[src/rtl/core/cdec_pkg.sv]
// Package with shared constants, types and a helper function of the chunked transfer decoder.
`timescale 1ns / 1ps
package cdec_pkg;

  localparam int unsigned MaxSizeDigits = 8;
  localparam int unsigned DigitCntW     = $clog2(MaxSizeDigits + 2);
  localparam int unsigned SizeW         = 32;
  localparam int unsigned QueueDepth    = 2;
  localparam int unsigned QueuePtrW     = (QueueDepth > 1) ? $clog2(QueueDepth) : 1;
  localparam int unsigned QueueCntW     = $clog2(QueueDepth + 1);

  localparam logic [7:0] ChCr = 8'h0D;
  localparam logic [7:0] ChLf = 8'h0A;

  // Size values above this limit saturate instead of shifting in another digit.
  localparam logic [SizeW-1:0] SizeShiftLimit = 32'h0FFF_FFFF;

  typedef enum logic [1:0] {
    LINE_BODY      = 2'd0,
    LINE_EXPECT_CR = 2'd1,
    LINE_EXPECT_LF = 2'd2
  } line_step_e;

  typedef struct packed {
    logic [7:0] out_byte;
    logic       out_has_data;
    logic       error_raised;
    logic       raw_mode;
  } cdec_result_t;

  typedef struct packed {
    logic       ok;
    logic [3:0] value;
  } hex_digit_t;

  function automatic hex_digit_t hex_decode(input logic [7:0] c);
    hex_digit_t r;
    r.ok    = 1'b1;
    r.value = 4'd0;
    if (c >= 8'h30 && c <= 8'h39) begin
      r.value = c[3:0];
    end else if ((c >= 8'h41 && c <= 8'h46) || (c >= 8'h61 && c <= 8'h66)) begin
      // Letters a-f and A-F share the low nibble 1..6.
      r.value = c[3:0] + 4'd9;
    end else begin
      r.ok = 1'b0;
    end
    return r;
  endfunction

endpackage

[src/rtl/core/cdec_if.sv]
// Handshake interfaces for the input byte channel and the result channel.
`timescale 1ns / 1ps
interface cdec_in_if;
  logic       valid;
  logic       ready;
  logic [7:0] in_byte;

  modport source (output valid, output in_byte, input ready);
  modport sink   (input valid, input in_byte, output ready);
endinterface

interface cdec_out_if;
  logic       valid;
  logic       ready;
  logic [7:0] out_byte;
  logic       out_has_data;
  logic       error_raised;
  logic       raw_mode;

  modport source (output valid, output out_byte, output out_has_data,
                  output error_raised, output raw_mode, input ready);
  modport sink   (input valid, input out_byte, input out_has_data,
                  input error_raised, input raw_mode, output ready);
endinterface

[src/rtl/core/chunked_transfer_decoder_core.sv]
// Top level of the chunked transfer decoder.
`timescale 1ns / 1ps
// Removes HTTP chunked framing from a byte stream: each accepted byte is
// classified in the same cycle by the framing state machine, and any result
// (a payload byte, a raw pass-through byte after a framing error, or the
// error indication itself) enters a two-entry result queue that feeds the
// output channel. One byte is accepted per clock while the queue has room, so
// with a sink that keeps ready high the block sustains one transaction per
// cycle, and each result appears in the cycle after its byte is accepted.
// Bytes that only carry framing produce no result. After a framing error
// every later byte is passed through with raw_mode set.
module chunked_transfer_decoder_core (
  input  logic clk_i,
  input  logic rst_ni,
  cdec_in_if.sink    in_i,
  cdec_out_if.source out_o
);
  import cdec_pkg::*;

  logic         step;
  logic         res_valid;
  cdec_result_t res;
  logic         queue_full;
  cdec_result_t head;

  assign in_i.ready = !queue_full;
  assign step       = in_i.valid && !queue_full;

  cdec_parser u_parser (
    .clk_i       (clk_i),
    .rst_ni      (rst_ni),
    .step_i      (step),
    .byte_i      (in_i.in_byte),
    .res_valid_o (res_valid),
    .res_o       (res)
  );

  cdec_queue u_queue (
    .clk_i       (clk_i),
    .rst_ni      (rst_ni),
    .push_i      (res_valid),
    .push_data_i (res),
    .full_o      (queue_full),
    .valid_o     (out_o.valid),
    .ready_i     (out_o.ready),
    .data_o      (head)
  );

  assign out_o.out_byte     = head.out_byte;
  assign out_o.out_has_data = head.out_has_data;
  assign out_o.error_raised = head.error_raised;
  assign out_o.raw_mode     = head.raw_mode;

endmodule

[src/rtl/core/cdec_parser.sv]
// Front end: framing state machine that classifies each accepted byte.
`timescale 1ns / 1ps
module cdec_parser (
  input  logic                  clk_i,
  input  logic                  rst_ni,
  input  logic                  step_i,
  input  logic [7:0]            byte_i,
  output logic                  res_valid_o,
  output cdec_pkg::cdec_result_t res_o
);
  import cdec_pkg::*;

  logic                 in_payload_q, in_payload_d;
  line_step_e           line_step_q, line_step_d;
  logic [SizeW-1:0]     size_value_q, size_value_d;
  logic [DigitCntW-1:0] digit_cnt_q, digit_cnt_d;
  logic                 bad_digit_q, bad_digit_d;
  logic [SizeW-1:0]     bytes_left_q, bytes_left_d;
  logic                 error_q, error_d;

  hex_digit_t hex;
  logic       overlong;

  assign hex      = hex_decode(byte_i);
  assign overlong = digit_cnt_q > DigitCntW'(MaxSizeDigits);

  // Result of the current transaction.
  always_comb begin
    res_valid_o = 1'b0;
    res_o       = '0;
    if (step_i) begin
      if (error_q) begin
        res_o.out_byte     = byte_i;
        res_o.out_has_data = 1'b1;
        res_o.raw_mode     = 1'b1;
      end else if (!in_payload_q) begin
        unique case (line_step_q)
          LINE_BODY: begin
            // An overlong size line passes the offending byte through raw.
            if (overlong) begin
              res_o.out_byte     = byte_i;
              res_o.out_has_data = 1'b1;
              res_o.error_raised = 1'b1;
              res_o.raw_mode     = 1'b1;
            end
          end
          LINE_EXPECT_CR: res_o.error_raised = (byte_i != ChCr);
          LINE_EXPECT_LF: begin
            res_o.error_raised = (byte_i != ChLf) || (digit_cnt_q == '0) || bad_digit_q;
          end
          default: res_o = '0;
        endcase
      end else begin
        unique case (line_step_q)
          LINE_BODY: begin
            if (bytes_left_q == '0) begin
              res_o.error_raised = (byte_i != ChCr);
            end else begin
              res_o.out_byte     = byte_i;
              res_o.out_has_data = 1'b1;
            end
          end
          LINE_EXPECT_CR: res_o.error_raised = (byte_i != ChCr);
          LINE_EXPECT_LF: res_o.error_raised = (byte_i != ChLf);
          default: res_o = '0;
        endcase
      end
      res_valid_o = res_o.out_has_data || res_o.error_raised;
    end
  end

  // Next state.
  always_comb begin
    in_payload_d = in_payload_q;
    line_step_d  = line_step_q;
    size_value_d = size_value_q;
    digit_cnt_d  = digit_cnt_q;
    bad_digit_d  = bad_digit_q;
    bytes_left_d = bytes_left_q;
    error_d      = error_q || res_o.error_raised;
    if (step_i && !error_q && !res_o.error_raised) begin
      if (!in_payload_q) begin
        unique case (line_step_q)
          LINE_BODY: begin
            if (byte_i == ChCr) begin
              line_step_d = LINE_EXPECT_LF;
            end else begin
              digit_cnt_d = digit_cnt_q + DigitCntW'(1);
              if (!hex.ok) begin
                bad_digit_d = 1'b1;
              end else if (size_value_q > SizeShiftLimit) begin
                size_value_d = '1;
              end else begin
                size_value_d = {size_value_q[SizeW-5:0], hex.value};
              end
            end
          end
          LINE_EXPECT_CR: line_step_d = LINE_EXPECT_LF;
          LINE_EXPECT_LF: begin
            in_payload_d = 1'b1;
            bytes_left_d = size_value_q;
            line_step_d  = (size_value_q == '0) ? LINE_EXPECT_CR : LINE_BODY;
          end
          default: line_step_d = line_step_q;
        endcase
      end else begin
        unique case (line_step_q)
          LINE_BODY: begin
            if (bytes_left_q == '0) begin
              line_step_d = LINE_EXPECT_LF;
            end else begin
              bytes_left_d = bytes_left_q - SizeW'(1);
              if (bytes_left_q == SizeW'(1)) line_step_d = LINE_EXPECT_CR;
            end
          end
          LINE_EXPECT_CR: line_step_d = LINE_EXPECT_LF;
          LINE_EXPECT_LF: begin
            line_step_d  = LINE_BODY;
            in_payload_d = 1'b0;
          end
          default: line_step_d = line_step_q;
        endcase
      end
    end
    // The size line collector restarts after every LF seen on a size line or closing line.
    if (step_i && !error_q && line_step_q == LINE_EXPECT_LF &&
        (!in_payload_q || !res_o.error_raised)) begin
      size_value_d = '0;
      digit_cnt_d  = '0;
      bad_digit_d  = 1'b0;
    end
  end

  always_ff @(posedge clk_i or negedge rst_ni) begin
    if (!rst_ni) begin
      in_payload_q <= 1'b0;
      line_step_q  <= LINE_BODY;
      size_value_q <= '0;
      digit_cnt_q  <= '0;
      bad_digit_q  <= 1'b0;
      bytes_left_q <= '0;
      error_q      <= 1'b0;
    end else begin
      in_payload_q <= in_payload_d;
      line_step_q  <= line_step_d;
      size_value_q <= size_value_d;
      digit_cnt_q  <= digit_cnt_d;
      bad_digit_q  <= bad_digit_d;
      bytes_left_q <= bytes_left_d;
      error_q      <= error_d;
    end
  end

endmodule

[src/rtl/core/cdec_queue.sv]
// Back end: short result queue that drives the output channel.
`timescale 1ns / 1ps
module cdec_queue (
  input  logic                   clk_i,
  input  logic                   rst_ni,
  input  logic                   push_i,
  input  cdec_pkg::cdec_result_t push_data_i,
  output logic                   full_o,
  output logic                   valid_o,
  input  logic                   ready_i,
  output cdec_pkg::cdec_result_t data_o
);
  import cdec_pkg::*;

  cdec_result_t         mem_q [QueueDepth];
  logic [QueuePtrW-1:0] wr_ptr_q, rd_ptr_q;
  logic [QueueCntW-1:0] count_q;
  logic                 do_push, do_pop;

  assign full_o  = count_q == QueueCntW'(QueueDepth);
  assign valid_o = count_q != '0;
  assign data_o  = mem_q[rd_ptr_q];
  assign do_push = push_i && !full_o;
  assign do_pop  = valid_o && ready_i;

  function automatic logic [QueuePtrW-1:0] ptr_next(input logic [QueuePtrW-1:0] p);
    return (p == QueuePtrW'(QueueDepth - 1)) ? '0 : p + QueuePtrW'(1);
  endfunction

  always_ff @(posedge clk_i) begin
    if (do_push) mem_q[wr_ptr_q] <= push_data_i;
  end

  always_ff @(posedge clk_i or negedge rst_ni) begin
    if (!rst_ni) begin
      wr_ptr_q <= '0;
      rd_ptr_q <= '0;
      count_q  <= '0;
    end else begin
      if (do_push) wr_ptr_q <= ptr_next(wr_ptr_q);
      if (do_pop)  rd_ptr_q <= ptr_next(rd_ptr_q);
      unique case ({do_push, do_pop})
        2'b10:   count_q <= count_q + QueueCntW'(1);
        2'b01:   count_q <= count_q - QueueCntW'(1);
        default: count_q <= count_q;
      endcase
    end
  end

endmodule

[src/flat_wrapper.sv]
// flat-port wrapper written by rule: the top's interface ports become plain ports
module chunked_transfer_decoder_core_flat import cdec_pkg::*;
  (clk_i, rst_ni, in_i_valid, in_i_in_byte, in_i_ready, out_o_valid, out_o_out_byte, out_o_out_has_data, out_o_error_raised, out_o_raw_mode, out_o_ready);
  cdec_in_if in_i_i ();
  cdec_out_if out_o_i ();
  input  logic clk_i;
  input  logic rst_ni;
  input wire logic [$bits(in_i_i.valid)-1:0] in_i_valid;
  input wire logic [$bits(in_i_i.in_byte)-1:0] in_i_in_byte;
  output wire logic [$bits(in_i_i.ready)-1:0] in_i_ready;
  output wire logic [$bits(out_o_i.valid)-1:0] out_o_valid;
  output wire logic [$bits(out_o_i.out_byte)-1:0] out_o_out_byte;
  output wire logic [$bits(out_o_i.out_has_data)-1:0] out_o_out_has_data;
  output wire logic [$bits(out_o_i.error_raised)-1:0] out_o_error_raised;
  output wire logic [$bits(out_o_i.raw_mode)-1:0] out_o_raw_mode;
  input wire logic [$bits(out_o_i.ready)-1:0] out_o_ready;
  assign in_i_i.valid = in_i_valid;
  assign in_i_i.in_byte = in_i_in_byte;
  assign in_i_ready = in_i_i.ready;
  assign out_o_valid = out_o_i.valid;
  assign out_o_out_byte = out_o_i.out_byte;
  assign out_o_out_has_data = out_o_i.out_has_data;
  assign out_o_error_raised = out_o_i.error_raised;
  assign out_o_raw_mode = out_o_i.raw_mode;
  assign out_o_i.ready = out_o_ready;
  chunked_transfer_decoder_core u_core (.clk_i(clk_i), .rst_ni(rst_ni), .in_i(in_i_i), .out_o(out_o_i));
endmodule
[config.mk]
export PLATFORM = sky130hd
export DESIGN_NAME = chunked_transfer_decoder_core_flat
export DESIGN_NICKNAME = d
export VERILOG_FILES = /design/src/rtl/core/cdec_pkg.sv /design/src/rtl/core/cdec_if.sv /design/src/rtl/core/chunked_transfer_decoder_core.sv /design/src/rtl/core/cdec_parser.sv /design/src/rtl/core/cdec_queue.sv /design/src/flat_wrapper.sv
export SDC_FILE = /design/constraint.sdc
export NUM_CORES = 1
export LEC_CHECK = 0
export BUFFER_PORTS_ARGS = -buffer_cell sky130_fd_sc_hd__buf_2
export CAP_MARGIN = 20
export CORE_ASPECT_RATIO = 0.6
export CORE_MARGIN = 2
export CORE_UTILIZATION = 64
export CTS_BUF_LIST = sky130_fd_sc_hd__clkbuf_8
export CTS_CLUSTER_SIZE = 8
export DETAILED_ROUTE_END_ITERATION = 8
export GPL_ROUTABILITY_DRIVEN = 0
export PLACE_DENSITY = 0.83
export SLEW_MARGIN = 15
export SYNTH_ARGS = -nofsm -noshare
export SYNTH_HDL_FRONTEND = slang
export SYNTH_SLANG_ARGS = --single-unit
[constraint.sdc]
create_clock -name clk_i -period 4.8 [get_ports clk_i]
set_clock_uncertainty 0.15 [all_clocks]
set_input_delay 0.24 -clock clk_i [delete_from_list [all_inputs] [get_ports clk_i]]
set_output_delay 0.24 -clock clk_i [all_outputs]
set_load 0.02 [all_outputs]
# --- Word-level counts from Yosys, hierarchy flattened ---
# Memory sizes are Yosys's and may differ from the RTL's.
# Cells that the tools add are included.
# Widths: inputs -> output; s select.
totals:
  output_inout_bits: 13
  mem_bits_rw: 22
  inputBits: 12
  n_memories: 1
  ff_bits: 77
  rom_bits: 0
  latchBits: 0
classes:
  addsub: 7
  n_div: 0
  n_bitwise: 0
  n_mux: 57
  n_reduce_logical: 36
  n_mul: 0
  eq_ne: 16
  magnitude_cmp: 8
  shift: 0
mem_list:
  columns: ["memory", "words", "width", "read_ports", "rd_ports_with_merged_regs", "wr", "line", "rtl"]
  rows:
  - ["u_core.u_queue.mem_q", 2, 11, 1, 0, 1, "cdec_queue.sv:15", "cdec_result_t mem_q [QueueDepth];"]
op_table:
  columns: ["op", "n"]
  rows:
  - ["$mux 32", 11]
  - ["$logic_not 32->1", 2]
  - ["$mux 9", 5]
  - ["$mux 11", 3]
  - ["$eq 32x1->1 const B", 1]
  - ["$gt 32x28->1 const B", 1]
  - ["$sub 32x1->32 const B", 1]
  - ["$mux 4", 7]
  - ["$mux 1", 22]
  - ["$ge 8x7->1 const B", 2]
  - ["$le 8x7->1 const B", 2]
  - ["$ne 8x4->1 const B", 2]
  - ["$pmux 2 s3", 2]
  - ["$reduce_and 4->1", 3]
  - ["$reduce_bool 2->1", 6]
  - ["$logic_and 1x1->1", 10]
  - ["$reduce_and 5->1", 2]
  - ["$eq 8x4->1 const B", 1]
  - ["$ge 8x6->1 const B", 1]
  - ["$le 8x6->1 const B", 1]
  - ["$mux 2", 4]
  - ["$ne 2x1->1 const B", 4]
  - ["$eq 2x2->1 const B", 3]
  - ["$logic_or 1x1->1", 6]
  - ["16 further kinds", 22]

# --- Longest topological paths before layout ---
# Gate-level depths: netlist of run 1.
depth:
  ltp_word: 13
  ltp_mapped: 13
  depth_no_buf: 12

# --- Modules after synthesis ---
# From an unflattened synthesis of run 1, not the netlist that was laid out.
unflattened:
  hier_cells: 527
  area_unflattened_um2: 5350.1
by_module_without_submodules:
  columns: ["module", "cells_per_inst", "area_each_um2", "instances"]
  rows:
  - ["cdec_parser", 473, 4349.2, 1]
  - ["cdec_queue", 52, 991.0, 1]
  - ["chunked_transfer_decoder_core", 2, 10.0, 1]

# --- Worst setup path after synthesis of run 1 ---
# OpenSTA, ideal clock, no wires.
synth_timing:
  path_kind: "register to register"
  from: "reg u_core.u_parser.bytes_left_q[22]"
  to: "mem u_core.u_queue.mem_q[1][0] in the netlist's numbering (enable)"
  slack_ps: 1224
  period_less_slack_ps: 3576
  stages_incl_launch_ff: 9
  arrival_time_ps: 3047
  setup_ps: 380
  cell_sequence: "dfrtp_1 > or4_1 > buf_2 > or4_4 > nor4_4 > a311oi_1 > nor4_2 > nor2_2 > nor2b_1"
synth_via:
  elab_chain_cells: 11
synth_rtl:
  columns: ["element", "line", "rtl"]
  rows:
  - ["start, declared", "cdec_parser.sv:18", "logic [SizeW-1:0] bytes_left_q, bytes_left_d;"]
  - ["start signal, assigned", "cdec_parser.sv:149", "bytes_left_q <= bytes_left_d;"]
  - ["$logic_not 32->1 *", "cdec_parser.sv:56", "if (bytes_left_q == '0) begin"]
  - ["$mux 1 or $mux 9 (tied branches)", "cdec_parser.sv:56", null]
  - ["$pmux 1 s3 or $mux 9 (tied branches)", "cdec_parser.sv:54", "unique case (line_step_q)"]
  - ["$mux 11 *", "cdec_parser.sv:36", "end else if (!in_payload_q) begin"]
  - ["$mux 1 or $mux 9 (tied branches)", "cdec_parser.sv:32", "if (error_q) begin"]
  - ["$mux 1 or $mux 9 (tied branches)", "cdec_parser.sv:31", "if (step_i) begin"]
  - ["$logic_or 1x1->1 *", "cdec_parser.sv:68", "res_valid_o = res_o.out_has_data || res_o.error_raised;"]
  - ["$mux 1 *", "cdec_parser.sv:31", null]
  - ["$logic_and 1x1->1 *", "cdec_queue.sv:23", "assign do_push = push_i && !full_o;"]
  - ["$mux 1 *", "cdec_queue.sv:31", "if (do_push) mem_q[wr_ptr_q] <= push_data_i;"]
  - ["$mux 1 (implied by the code) *", "cdec_queue.sv:31", null]
  - ["end, declared", "cdec_queue.sv:15", null]
# Mark *: on every way between the ends. The rest lies on a longest branch, timed or not. The select of a mux whose other input is x is not followed.

# --- Final worst setup path of run 1 ---
layout_timing:
  from: "reg u_core.u_parser.bytes_left_q[1]"
  to: "reg u_core.u_parser.size_value_q[13]"
layout_via:
  elab_chain_cells: 12
layout_rtl:
  columns: ["element", "line", "rtl"]
  rows:
  - ["$logic_not 32->1 *", "cdec_parser.sv:56", null]
  - ["$mux 1 *", "cdec_parser.sv:56", null]
  - ["$pmux 1 s3 *", "cdec_parser.sv:54", null]
  - ["$mux 11 *", "cdec_parser.sv:36", null]
  - ["$mux 1 *", "cdec_parser.sv:32", null]
  - ["$mux 1 *", "cdec_parser.sv:31", null]
  - ["$mux 11 *", "cdec_parser.sv:31", null]
  - ["$logic_not 1->1 *", "cdec_parser.sv:81, cdec_parser.sv:127", null]
  - ["$logic_or 1x1->1", "cdec_parser.sv:127", "(!in_payload_q || !res_o.error_raised)) begin"]
  - ["$logic_and 1x1->1", "cdec_parser.sv:126", "if (step_i && !error_q && line_step_q == LINE_EXPECT_LF &&"]
  - ["$ne 2x1->1 (no source line) or $reduce_bool 2->1 (tied branches)", null, null]
  - ["$reduce_and 5->1 (no source line)", null, null]
  - ["end signal, assigned", "cdec_parser.sv:146", "size_value_q <= size_value_d;"]
  - ["end, declared", "cdec_parser.sv:15", "logic [SizeW-1:0] size_value_q, size_value_d;"]
# Marks and branches as above.
# A chain may end at the register's enable or synchronous reset.

==> out/results.ini, run 1 <==
[layout]
drive_above_1_share = 0.190
multi_input_area_um2 = 2530
areaGrowthSynthToFinish_pct = 6.91
num-fill-cells = 593
n_antenna_cell = 0
ff_latch_area_um2 = 2590
final_nets = 573

[yosys]
synth_fp_nets = 555
yosysSeqAreaShare = 0.486
yosysWarnings = 0
synth_xor_area_frac = 0.00987
synth_edf_count = 22
synth_cell_types = 64
synthCells = 529
synth_top_family_by_area = compound AO/OA/AOI/OAI gates
syn_area_um2 = 5320
yosys.area_share.simple = 0.191
synth-main-ff-cell = dfrtp_1
synth.area.mux_share = 0.0294
ys_seq_elements = 99
avgSynthCellArea_um2 = 10.1
synth_fa_ha_area_frac = 0.0329
synth-compound-area-share = 0.211
synthArstFlopShare = 0.778

[clocking]
cts_root_buffer = clkbuf_8
clock-sinks = 99
cts_setup_buffers = 0
htreeDepth = 3
clkTransAtPathRegs_ns = 0.09
tritoncts = done
tritoncts.num_buffers = 9
cts_max_path_buffers = 2
clk-insertion-delay-late_ns = 0.37

[die]
io_pins = 25
die_height_um = 74.6
die-area_um2 = 9090
num_rows = 25
core_um2 = 7980
die_x_um = 122
start_util = 0.667

[pwr]
p_leak_nw = 2.42
p_clk_frac = 0.217
comb_power_share = 0.290
internal-power_mw = 1.39
seq_power_share = 0.493
p_per_area_nw_per_um2 = 372
finalPower_mw = 2.11
p_sw_frac = 0.344
ir_worst_vdd_mv = 0.316
switchingPower_uw = 728

[sta]
rsz0062_at_grt = no
fin_crit_sh = 0.826
finalHoldViolCount = 0
fin_crit_ns = 3.97
drv_slew = 0
finalSetupTns_ns = 0
holdWs_ns = 0.0592
fmax_mhz = 252
slew_headroom = 0.318
max_slew.worst_pin.slew_ns = 1.02
final-setup-viol-count = 0

[status]
status = completed

[min_path]
worstHoldStart = out_o_ready
min_path_type = in -> reg
min_to = u_core.u_queue.rd_ptr_q
hold_depth = 3

[worst_setup_path]
criticalPathCategory = reg -> reg
crit_fanout = 28
r2r-start = u_core.u_parser.bytes_left_q[1]
slowest_stage = or3_1
slowest_delay_ns = 0.80
crit_required_ns = 4.95
crit_arrival_ns = 4.12
timing.rr.end = u_core.u_parser.size_value_q[13]
worstPathCellList = inv_1 > ha_1 > nor3b_1 > nand2_1 > nor4_4 > a311o_2 > a21o_4 > or3_1 > o221a_2
worst_r2r_path_depth = 9
critPathLaunchType = flip-flop
endpoint_kind = flip-flop
rrSetupSlack_ns = 0.83

[global_routing]
antenna_found_initial = 0
grt_overflow = 0
grt_pass1_wl_mm = 21.6
grt_max_degree = 78
grt_pass1_vias = 4155
grt_usage = 0.313

[detailed_routing]
drtIter0Drc = 644
first_pass_iters = 6
avgViaCountPerCell = 6.89
drc = 0
ant_nets = 0
wl_per_cell_um = 20.4
num_vias = 4547
wl_mm = 13.5

[place]
dp_hpwl_mm = 9.46
io_buffers = 24

[job]
maxCapViolCount = 0

[state kept, by name, summed over array words and instances, names as in the netlist]
register / count
u_core.u_parser.bad_digit_q: 1
u_core.u_parser.bytes_left_q: 32
u_core.u_parser.digit_cnt_q: 4
u_core.u_parser.error_q: 1
u_core.u_parser.in_payload_q: 1
u_core.u_parser.line_step_q: 2
u_core.u_parser.size_value_q: 32
u_core.u_queue.count_q: 2
u_core.u_queue.mem_q: 22
u_core.u_queue.rd_ptr_q: 1
u_core.u_queue.wr_ptr_q: 1
[placed cells by master, fill, tap and decap left out, types with 11 or more instances in the layout]
master	count
a21oi_1	36
buf_2	23
dfrtp_1	77
edfxtp_1	22
ha_1	14
inv_1	21
mux2_2	13
nand2_1	40
nand3_1	16
nor2_1	50
nor3_1	33
nor4_1	11
o21ai_0	23
o221a_2	31
o22ai_1	15
[repair_timing]
item / 4_1_cts / 5_1_grt
hold endpoints to repair: 77 / 0
hold buffers: 1 / 0
gates resized for setup: 0 / 0
[power by group through the flow]
stage | combinational (mW) | sequential [mW] | clock (mW)
2_1_floorplan | 0.450 | 1.02 | 0
3_3_place_gp | 0.578 | 1.05 | 0
3_5_place_dp | 0.599 | 1.06 | 0
4_1_cts | 0.606 | 1.04 | 0.465
5_1_grt | 0.661 | 1.05 | 0.498
6_report | 0.613 | 1.04 | 0.460
[stage by stage]
step / util / std cells / instance area, um^2 / setup slack, ns
after floorplan: - / 529 / 5320 / 1.22
after global placement: 0.691 / 642 / 5510 / 1.09
after detailed placement: 0.693 / 643 / 5530 / 0.969
after CTS: 0.713 / 660 / 5690 / 0.925
after global routing: 0.713 / 660 / 5690 / 0.630
final: 0.713 / 660 / 5690 / 0.834
[cell families after synthesis]
family | after synthesis
adder cells (fa/ha/maj) | 14
buffers and inverters | 46
AND/OR/NAND/NOR | 201
AO/OA/AOI/OAI | 149
flip-flops | 99
XOR/XNOR | 6
multiplexers | 14
[per-layer routing]
metal  global-route usage  part of all wire  up-vias
met5                    0                 0        -
met4               0.0945             0.017        0
met3               0.0765              0.12       27
met2                0.445              0.42      279
met1                0.480              0.44     2213
li1                     -                 -     2028
[final cells by class]
| class | count | area share |
|---|---|---|
| Clock buffer | 9 | 0.0218 |
| Clock inverter | 7 | 0.00550 |
| Inverter | 18 | 0.0119 |
| Multi-Input combinational cell | 384 | 0.445 |
| Sequential cell | 99 | 0.455 |
| Tap cell | 108 | 0.0237 |
| Timing Repair Buffer | 35 | 0.0378 |
[critical path: cells and delay by family, from the launching register on]
family	cells	cell delay [ns]
flops	1	0.40
buf+inv	1	0.13
simple gates	4	2.10
fa+ha+maj	1	0.20
compound gates	3	0.91
[worst max-delay path by stage]
stage / start / cells past startpoint / end / slack, ns
2_1_floorplan: u_core.u_parser.bytes_left_q[22] / 8 / u_core.u_queue.mem_q[1][0] / 1.22
3_3_place_gp: u_core.u_parser.bytes_left_q[0] / 9 / u_core.u_parser.size_value_q[13] / 1.09
3_5_place_dp: u_core.u_parser.bytes_left_q[0] / 9 / u_core.u_parser.size_value_q[21] / 0.97
4_1_cts: u_core.u_parser.bytes_left_q[1] / 9 / u_core.u_parser.size_value_q[13] / 0.93
5_1_grt: u_core.u_parser.bytes_left_q[1] / 9 / u_core.u_parser.size_value_q[21] / 0.63
6_report: u_core.u_parser.bytes_left_q[1] / 9 / u_core.u_parser.size_value_q[13] / 0.83
[synthesized netlist by cell type (all sizes together) (13+ instances only)]
| cell type | count | area (um^2) |
|---|---|---|
| o21ai | 23 | 115 |
| mux2 | 13 | 146 |
| dfrtp | 77 | 1930 |
| edfxtp | 22 | 661 |
| ha | 14 | 175 |
| a21oi | 37 | 185 |
| nor3 | 33 | 165 |
| nand2 | 40 | 150 |
| inv | 17 | 63.8 |
| nor4 | 13 | 103 |
| nor2 | 52 | 198 |
| nand3 | 16 | 80.1 |
| o22ai | 15 | 93.8 |
| o221a | 31 | 349 |
| clkbuf | 13 | 48.8 |
| buf | 15 | 95.1 |
(Power assumes the default switching activity.)
==> inputs of run 2 (changes only) <==
--- a/config.mk
+++ b/config.mk
@@ -9,12 +9,12 @@
 export CAP_MARGIN = 20
 export CORE_ASPECT_RATIO = 0.6
 export CORE_MARGIN = 2
-export CORE_UTILIZATION = 64
+export CORE_UTILIZATION = 58
 export CTS_BUF_LIST = sky130_fd_sc_hd__clkbuf_8
 export CTS_CLUSTER_SIZE = 8
 export DETAILED_ROUTE_END_ITERATION = 8
 export GPL_ROUTABILITY_DRIVEN = 0
-export PLACE_DENSITY = 0.83
+export PLACE_DENSITY = 0.79
 export SLEW_MARGIN = 15
 export SYNTH_ARGS = -nofsm -noshare
 export SYNTH_HDL_FRONTEND = slang
==> constraint.sdc (replaced) <==
create_clock -name clk_i -period 3.6 [get_ports clk_i]
set_clock_uncertainty 0.15 [all_clocks]
set_input_delay 0.18 -clock clk_i [delete_from_list [all_inputs] [get_ports clk_i]]
set_output_delay 0.18 -clock clk_i [all_outputs]
set_load 0.02 [all_outputs]
==> out/results.ini, run 2 (synthesis results as in run 1) <==
[global_routing]
antenna_found_initial = 0  ; unchanged
grt_overflow = 0  ; unchanged
grt_pass1_vias = 4003  ; was 4,155
grt_max_degree = 78  ; unchanged
grt_usage = 0.285  ; was 0.313
grt_pass1_wl_mm = 21.9  ; was 21.6 mm

[layout]
stdcell_count = 677  ; was 660
drive_above_1_share = 0.207  ; was 0.190
postLayoutCoreUtil = 0.643  ; was 0.713
final_cell_mix = 77 x dfrtp_1, 50 x nor2_1, 40 x nand2_1  ; unchanged
final_nets = 583  ; was 573
areaGrowthSynthToFinish_pct = 9.33  ; was 6.91%
n_antenna_cell = 0  ; unchanged
reg.largest.list = u_core.u_parser.bytes_left_q (32), u_core.u_parser.size_value_q (32), u_core.u_queue.mem_q (22)  ; unchanged
final_common_cell = dfrtp_1  ; unchanged

[worst_setup_path]
crit_fanout = 7  ; was 28
crit_required_ns = 3.71  ; was 4.95 ns
rrSetupSlack_ns = 0.16  ; was 0.83 ns
crit_arrival_ns = 3.55  ; was 4.12 ns
critPathLaunchType = flip-flop  ; unchanged
criticalPathCategory = reg -> reg  ; unchanged
endpoint_kind = flip-flop  ; unchanged

[detailed_routing]
avgViaCountPerCell = 6.68  ; was 6.89
first_pass_iters = 5  ; was 6
wl_per_cell_um = 20.3  ; was 20.4 um
ant_nets = 0  ; unchanged
drc = 0  ; unchanged
num_vias = 4523  ; was 4,547
drtIter0Drc = 541  ; was 644
wl_mm = 13.8  ; was 13.5 mm

[pwr]
p_sw_frac = 0.337  ; was 0.344
p_leak_nw = 2.47  ; was 2.42 nW
comb_power_share = 0.286  ; was 0.290
p_clk_frac = 0.239  ; was 0.217
p_per_area_nw_per_um2 = 498  ; was 372 nW/um^2
ir_worst_vdd_mv = 0.263  ; was 0.316 mV
seq_power_share = 0.475  ; was 0.493
switchingPower_uw = 977  ; was 728 uW
internal-power_mw = 1.92  ; was 1.39 mW

[die]
io_pins = 25  ; unchanged
core_um2 = 9050  ; was 7980 um^2
num_rows = 27  ; was 25
die_x_um = 128  ; was 122 um
die_height_um = 78.2  ; was 74.6 um
start_util = 0.588  ; was 0.667
die-area_um2 = 9980  ; was 9090 um^2

[clocking]
tritoncts = done  ; unchanged
clk-insertion-delay-late_ns = 0.37  ; about the same
cts_root_buffer = clkbuf_8  ; unchanged
tritoncts.num_buffers = 9  ; unchanged
cts_max_path_buffers = 2  ; unchanged
clkTransAtPathRegs_ns = 0.09  ; about the same
htreeDepth = 3  ; unchanged
clock-sinks = 99  ; unchanged

[sta]
final-setup-viol-count = 0  ; unchanged
max_slew.worst_pin.slew_ns = 0.985  ; was 1.02 ns
fmax_mhz = 290  ; was 252 MHz
drv_slew = 0  ; unchanged
finalHoldViolCount = 0  ; unchanged
holdWs_ns = 0.0483  ; was 0.0592 ns
finalSetupTns_ns = 0  ; unchanged
fin_crit_ns = 3.44  ; was 3.97 ns
slew_headroom = 0.343  ; was 0.318
fin_crit_sh = 0.957  ; was 0.826

[place]
dp_cells = 659  ; was 643
io_buffers = 24  ; unchanged
dp_hpwl_mm = 9.68  ; was 9.46 mm

[job]
maxCapViolCount = 0  ; unchanged

[min_path]
min_path_type = in -> reg  ; unchanged

[status]
status = completed  ; unchanged

-- run 2: cell types whose count changed in the layout (fill, tap and decap cells not counted) --
| cell | change |
|---|---|
| a21oi_2 | -1 |
| buf_12 | +1 |
| clkinvlp_4 | +2 |
| buf_8 | -1 |
| bufinv_16 | +1 |
| buf_4 | +9 |
| clkinv_2 | -2 |
| inv_1 | -2 |
| a21oi_4 | +1 |
| buf_6 | +1 |
-- run 2: worst paths after layout --
path | startpoint | endpoint | cells after the start
setup / recovery | u_core.u_parser.bytes_left_q[22] | u_core.u_queue.count_q[1] | 10
hold / removal | in_i_in_byte[6] | u_core.u_queue.mem_q[1][9] | 2
setup reg to reg | u_core.u_parser.bytes_left_q[22] | u_core.u_queue.count_q[1] | 10
hold reg to reg | u_core.u_queue.wr_ptr_q | u_core.u_queue.wr_ptr_q | 1
max in group asynchronous | rst_ni | u_core.u_queue.rd_ptr_q | 2
min in group asynchronous | rst_ni | u_core.u_parser.bytes_left_q[24] | 2
-- run 2: area by class of cell --
type                            instances  area (um^2)
Fill cell                             720         3230
Timing Repair Buffer                   45          299
Clock inverter                          6         58.8
Multi-Input combinational cell        384         2540
Tap cell                              116          145
Sequential cell                        99         2590
Clock buffer                            9          124
Inverter                               18         67.6
-- run 2: timing repair --
item | 4_1_cts | 5_1_grt
hold buffers | 1 | 0
setup endpoints to repair | 0 | 22
gates resized for setup | 0 | 1
setup buffers | 0 | 2
hold endpoints to repair | 77 | 0
-- run 2: metrics by stage --
stage	instance area (um^2)	total power, mW	setup slack [ns]
finish	5820	2.90	0.155
global route	5820	3.03	-0.000599
CTS	5800	2.89	0.133
detailed placement	5600	2.21	0.150
global placement	5590	2.17	0.232
floorplan	5320	1.95	0.0237
-- run 2: worst max-delay path, cell delays in order (launching register included) --
cell      delay (ns)
dfrtp_1         0.44
or4_1           0.55
or4_4           0.47
nor4_4          0.42
a311oi_1        0.26
nor4_2          0.35
nor2_2          0.12
ha_1            0.23
xnor2_1         0.16
nor2_1          0.06
xor2_1          0.13
-- run 2: power groups by stage --
stage | clock network [mW] | logic (mW) | registers [mW]
after floorplan | 0 | 0.600 | 1.35
after global placement | 0 | 0.788 | 1.39
after detailed placement | 0 | 0.814 | 1.39
after CTS | 0.704 | 0.818 | 1.37
after global routing | 0.744 | 0.901 | 1.39
final | 0.693 | 0.829 | 1.38
-- run 2: metal layers --
layer,share of wire,wire length (um),GRT usage,vias to the layer above
li1,-,-,-,2054
met1,0.48,6550,0.460,2210
met2,0.41,5610,0.368,244
met3,0.11,1530,0.0913,15
met4,0.0060,82,0.0538,0
met5,0,0,0,-
==> inputs of run 3 (changes only) <==
--- a/config.mk
+++ b/config.mk
@@ -7,14 +7,16 @@
 export LEC_CHECK = 0
 export BUFFER_PORTS_ARGS = -buffer_cell sky130_fd_sc_hd__buf_2
 export CAP_MARGIN = 20
+export CELL_PAD_IN_SITES_DETAIL_PLACEMENT = 0
+export CELL_PAD_IN_SITES_GLOBAL_PLACEMENT = 1
 export CORE_ASPECT_RATIO = 0.6
 export CORE_MARGIN = 2
-export CORE_UTILIZATION = 58
+export CORE_UTILIZATION = 46
 export CTS_BUF_LIST = sky130_fd_sc_hd__clkbuf_8
 export CTS_CLUSTER_SIZE = 8
 export DETAILED_ROUTE_END_ITERATION = 8
 export GPL_ROUTABILITY_DRIVEN = 0
-export PLACE_DENSITY = 0.79
+export PLACE_DENSITY_LB_ADDON = 0.1
 export SLEW_MARGIN = 15
 export SYNTH_ARGS = -nofsm -noshare
 export SYNTH_HDL_FRONTEND = slang
==> out/results.ini, run 3 (synthesis results as in run 1) <==
[pwr]
switchingPower_uw = 989  ; was 977 uW
internal-power_mw = 1.96  ; was 1.92 mW
p_sw_frac = 0.336  ; was 0.337
ir_worst_vdd_mv = 0.247  ; was 0.263 mV
finalPower_mw = 2.95  ; was 2.90 mW
p_per_area_nw_per_um2 = 493  ; was 498 nW/um^2
comb_power_share = 0.285  ; was 0.286
p_clk_frac = 0.249  ; was 0.239
p_leak_nw = 2.54  ; was 2.47 nW
seq_power_share = 0.466  ; was 0.475

[sta]
max_slew.worst_pin.slew_ns = 0.818  ; was 0.985 ns
fin_crit_ns = 3.38  ; was 3.44 ns
finalHoldViolCount = 0  ; unchanged
slew_headroom = 0.451  ; was 0.343
final-setup-viol-count = 0  ; unchanged
rsz0062_at_grt = no
fmax_mhz = 296  ; was 290 MHz
drv_slew = 0  ; unchanged
fin_crit_sh = 0.940  ; was 0.957

[clocking]
clock-sinks = 99  ; unchanged
tritoncts.num_buffers = 9  ; unchanged
clkTransAtPathRegs_ns = 0.10  ; was 0.09 ns
clk-insertion-delay-late_ns = 0.37  ; about the same
cts_max_path_buffers = 2  ; unchanged
cts_setup_buffers = 0  ; unchanged
htreeDepth = 3  ; unchanged
cts_root_buffer = clkbuf_8  ; unchanged
tritoncts = done  ; unchanged

[global_routing]
grt_overflow = 0  ; unchanged
antenna_found_initial = 0  ; unchanged
grt_pass1_wl_mm = 23.1  ; was 21.9 mm
grt_pass1_vias = 4166  ; was 4,003
grt_usage = 0.242  ; was 0.285
grt_max_degree = 78  ; unchanged

[detailed_routing]
ant_nets = 0  ; unchanged
wl_per_cell_um = 19.6  ; was 20.3 um
drc = 0  ; unchanged
num_vias = 4410  ; was 4,523
drtIter0Drc = 370  ; was 541
avgViaCountPerCell = 6.02  ; was 6.68
wl_mm = 14.4  ; was 13.8 mm
first_pass_iters = 5  ; unchanged

[layout]
final_common_cell = dfrtp_1  ; unchanged
areaGrowthSynthToFinish_pct = 12.4  ; was 9.33%
postLayoutCoreUtil = 0.530  ; was 0.643
drive_above_1_share = 0.224  ; was 0.207
stdcell_area_um2 = 5980  ; was 5820 um^2
n_antenna_cell = 0  ; unchanged
stdcell_count = 732  ; was 677
final_cell_mix = 77 x dfrtp_1, 49 x nor2_1, 40 x nand2_1  ; was 77 x dfrtp_1, 50 x nor2_1, 40 x nand2_1
final_nets = 593  ; was 583
reg.largest.list = u_core.u_parser.bytes_left_q (32), u_core.u_parser.size_value_q (32), u_core.u_queue.mem_q (22)  ; unchanged

[die]
die_height_um = 87.3  ; was 78.2 um
core_um2 = 11300  ; was 9050 um^2
io_pins = 25  ; unchanged
num_rows = 30  ; was 27
start_util = 0.471  ; was 0.588
die_x_um = 143  ; was 128 um
die-area_um2 = 12500  ; was 9980 um^2

[worst_setup_path]
criticalPathCategory = reg -> reg  ; unchanged
crit_fanout = 7  ; unchanged
r2r-start = u_core.u_parser.bytes_left_q[0]  ; was u_core.u_parser.bytes_left_q[22]
crit_top_cell = buf_4
crit_required_ns = 3.71  ; about the same
path_buf_inv = 3  ; was 0
endpoint_kind = flip-flop  ; unchanged
rrSetupSlack_ns = 0.22  ; was 0.16 ns
crit_family = simple AND/OR/NAND/NOR gates  ; unchanged
crit_start = u_core.u_parser.bytes_left_q[0]  ; was u_core.u_parser.bytes_left_q[22]
slowest_stage = or3_1  ; was or4_1
worstPathCellList = inv_1 > ha_1 > nor3b_1 > nand2_1 > buf_4 > or3_1 > o221ai_1 > a21o_1 > buf_4 > nor4b_1 > a211o_1  ; was or4_1 > or4_4 > nor4_4 > a311oi_1 > nor4_2 > nor2_2 > ha_1 > xnor2_1 > nor2_1 > xor2_1
critPathLaunchType = flip-flop  ; unchanged
slowest_delay_ns = 0.47  ; was 0.55 ns
crit_arrival_ns = 3.50  ; was 3.55 ns

[place]
dp_cells = 713  ; was 659
place_area_um2 = 5730  ; was 5600 um^2
io_buffers = 24  ; unchanged
dp_hpwl_mm = 9.95  ; was 9.68 mm

[min_path]
worstHoldStart = in_i_in_byte[7]  ; was in_i_in_byte[6]
min_path_type = in -> reg  ; unchanged

[status]
status = completed  ; unchanged

[job]
maxCapViolCount = 0  ; unchanged

-- run 3: changes by cell type in the layout (fill, tap and decap cells not counted), sizes merged --
cell         before  now
buf              44   53
clkinvlp          2    0
clkinv            1    3
clkbuf            9   10
dlygate4sd3       1    2
-- run 3: stage by stage --
step	setup TNS (ns)	worst slack (ns)	hold WS, ns
2_1_floorplan	0	0.0237	-0.266
3_3_place_gp	0	0.0344	0.258
3_5_place_dp	-0.750	-0.0690	0.271
4_1_cts	0	0.0970	0.0419
5_1_grt	0	0.0244	0.0550
6_report	0	0.217	0.0605
-- run 3: worst register-to-register path, delay by kind of cell, from the launching register on --
kind	cells	cell delay [ns]
compound gates	3	0.95
fa+ha+maj	1	0.20
buf+inv	3	0.50
flops	1	0.44
simple gates	4	1.04
-- run 3: final timing paths --
kind,endpoint,cells after the start
setup / recovery,u_core.u_parser.bytes_left_q[13],11
hold / removal,u_core.u_queue.mem_q[1][10],2
setup reg to reg,u_core.u_parser.bytes_left_q[13],11
hold reg to reg,u_core.u_queue.count_q[1],1
max in group asynchronous,u_core.u_parser.bytes_left_q[31],3
min in group asynchronous,u_core.u_parser.size_value_q[10],2
-- run 3: timing repair --
| action | 4_1_cts | 5_1_grt |
|---|---|---|
| pin swaps | 0 | 1 |
| setup endpoints to repair | 22 | 10 |
| hold endpoints to repair | 78 | 0 |
| hold buffers | 2 | 0 |
| gates resized for setup | 2 | 1 |
-- run 3: routing by layer --
| metal | GRT usage | wire, um | up-vias |
|---|---|---|---|
| met5 | 0 | 0 | - |
| met4 | 0.0513 | 99 | 0 |
| met3 | 0.0440 | 832 | 10 |
| met2 | 0.315 | 5800 | 127 |
| met1 | 0.405 | 7650 | 2198 |
| li1 | - | - | 2075 |
-- run 3: power groups by stage --
stage | sequential, mW | combinational, mW | clock (mW)
5_1_grt | 1.39 | 0.921 | 0.786
3_3_place_gp | 1.39 | 0.811 | 0
4_1_cts | 1.38 | 0.834 | 0.753
6_report | 1.37 | 0.841 | 0.734
3_5_place_dp | 1.40 | 0.823 | 0
2_1_floorplan | 1.35 | 0.600 | 0
-- run 3: area by class of cell --
type	count	area [um^2]
Clock inverter	6	56.3
Sequential cell	99	2590
Multi-Input combinational cell	384	2540
Inverter	18	67.6
Clock buffer	10	138
Tap cell	160	200
Fill cell	1038	5310
Timing Repair Buffer	55	393
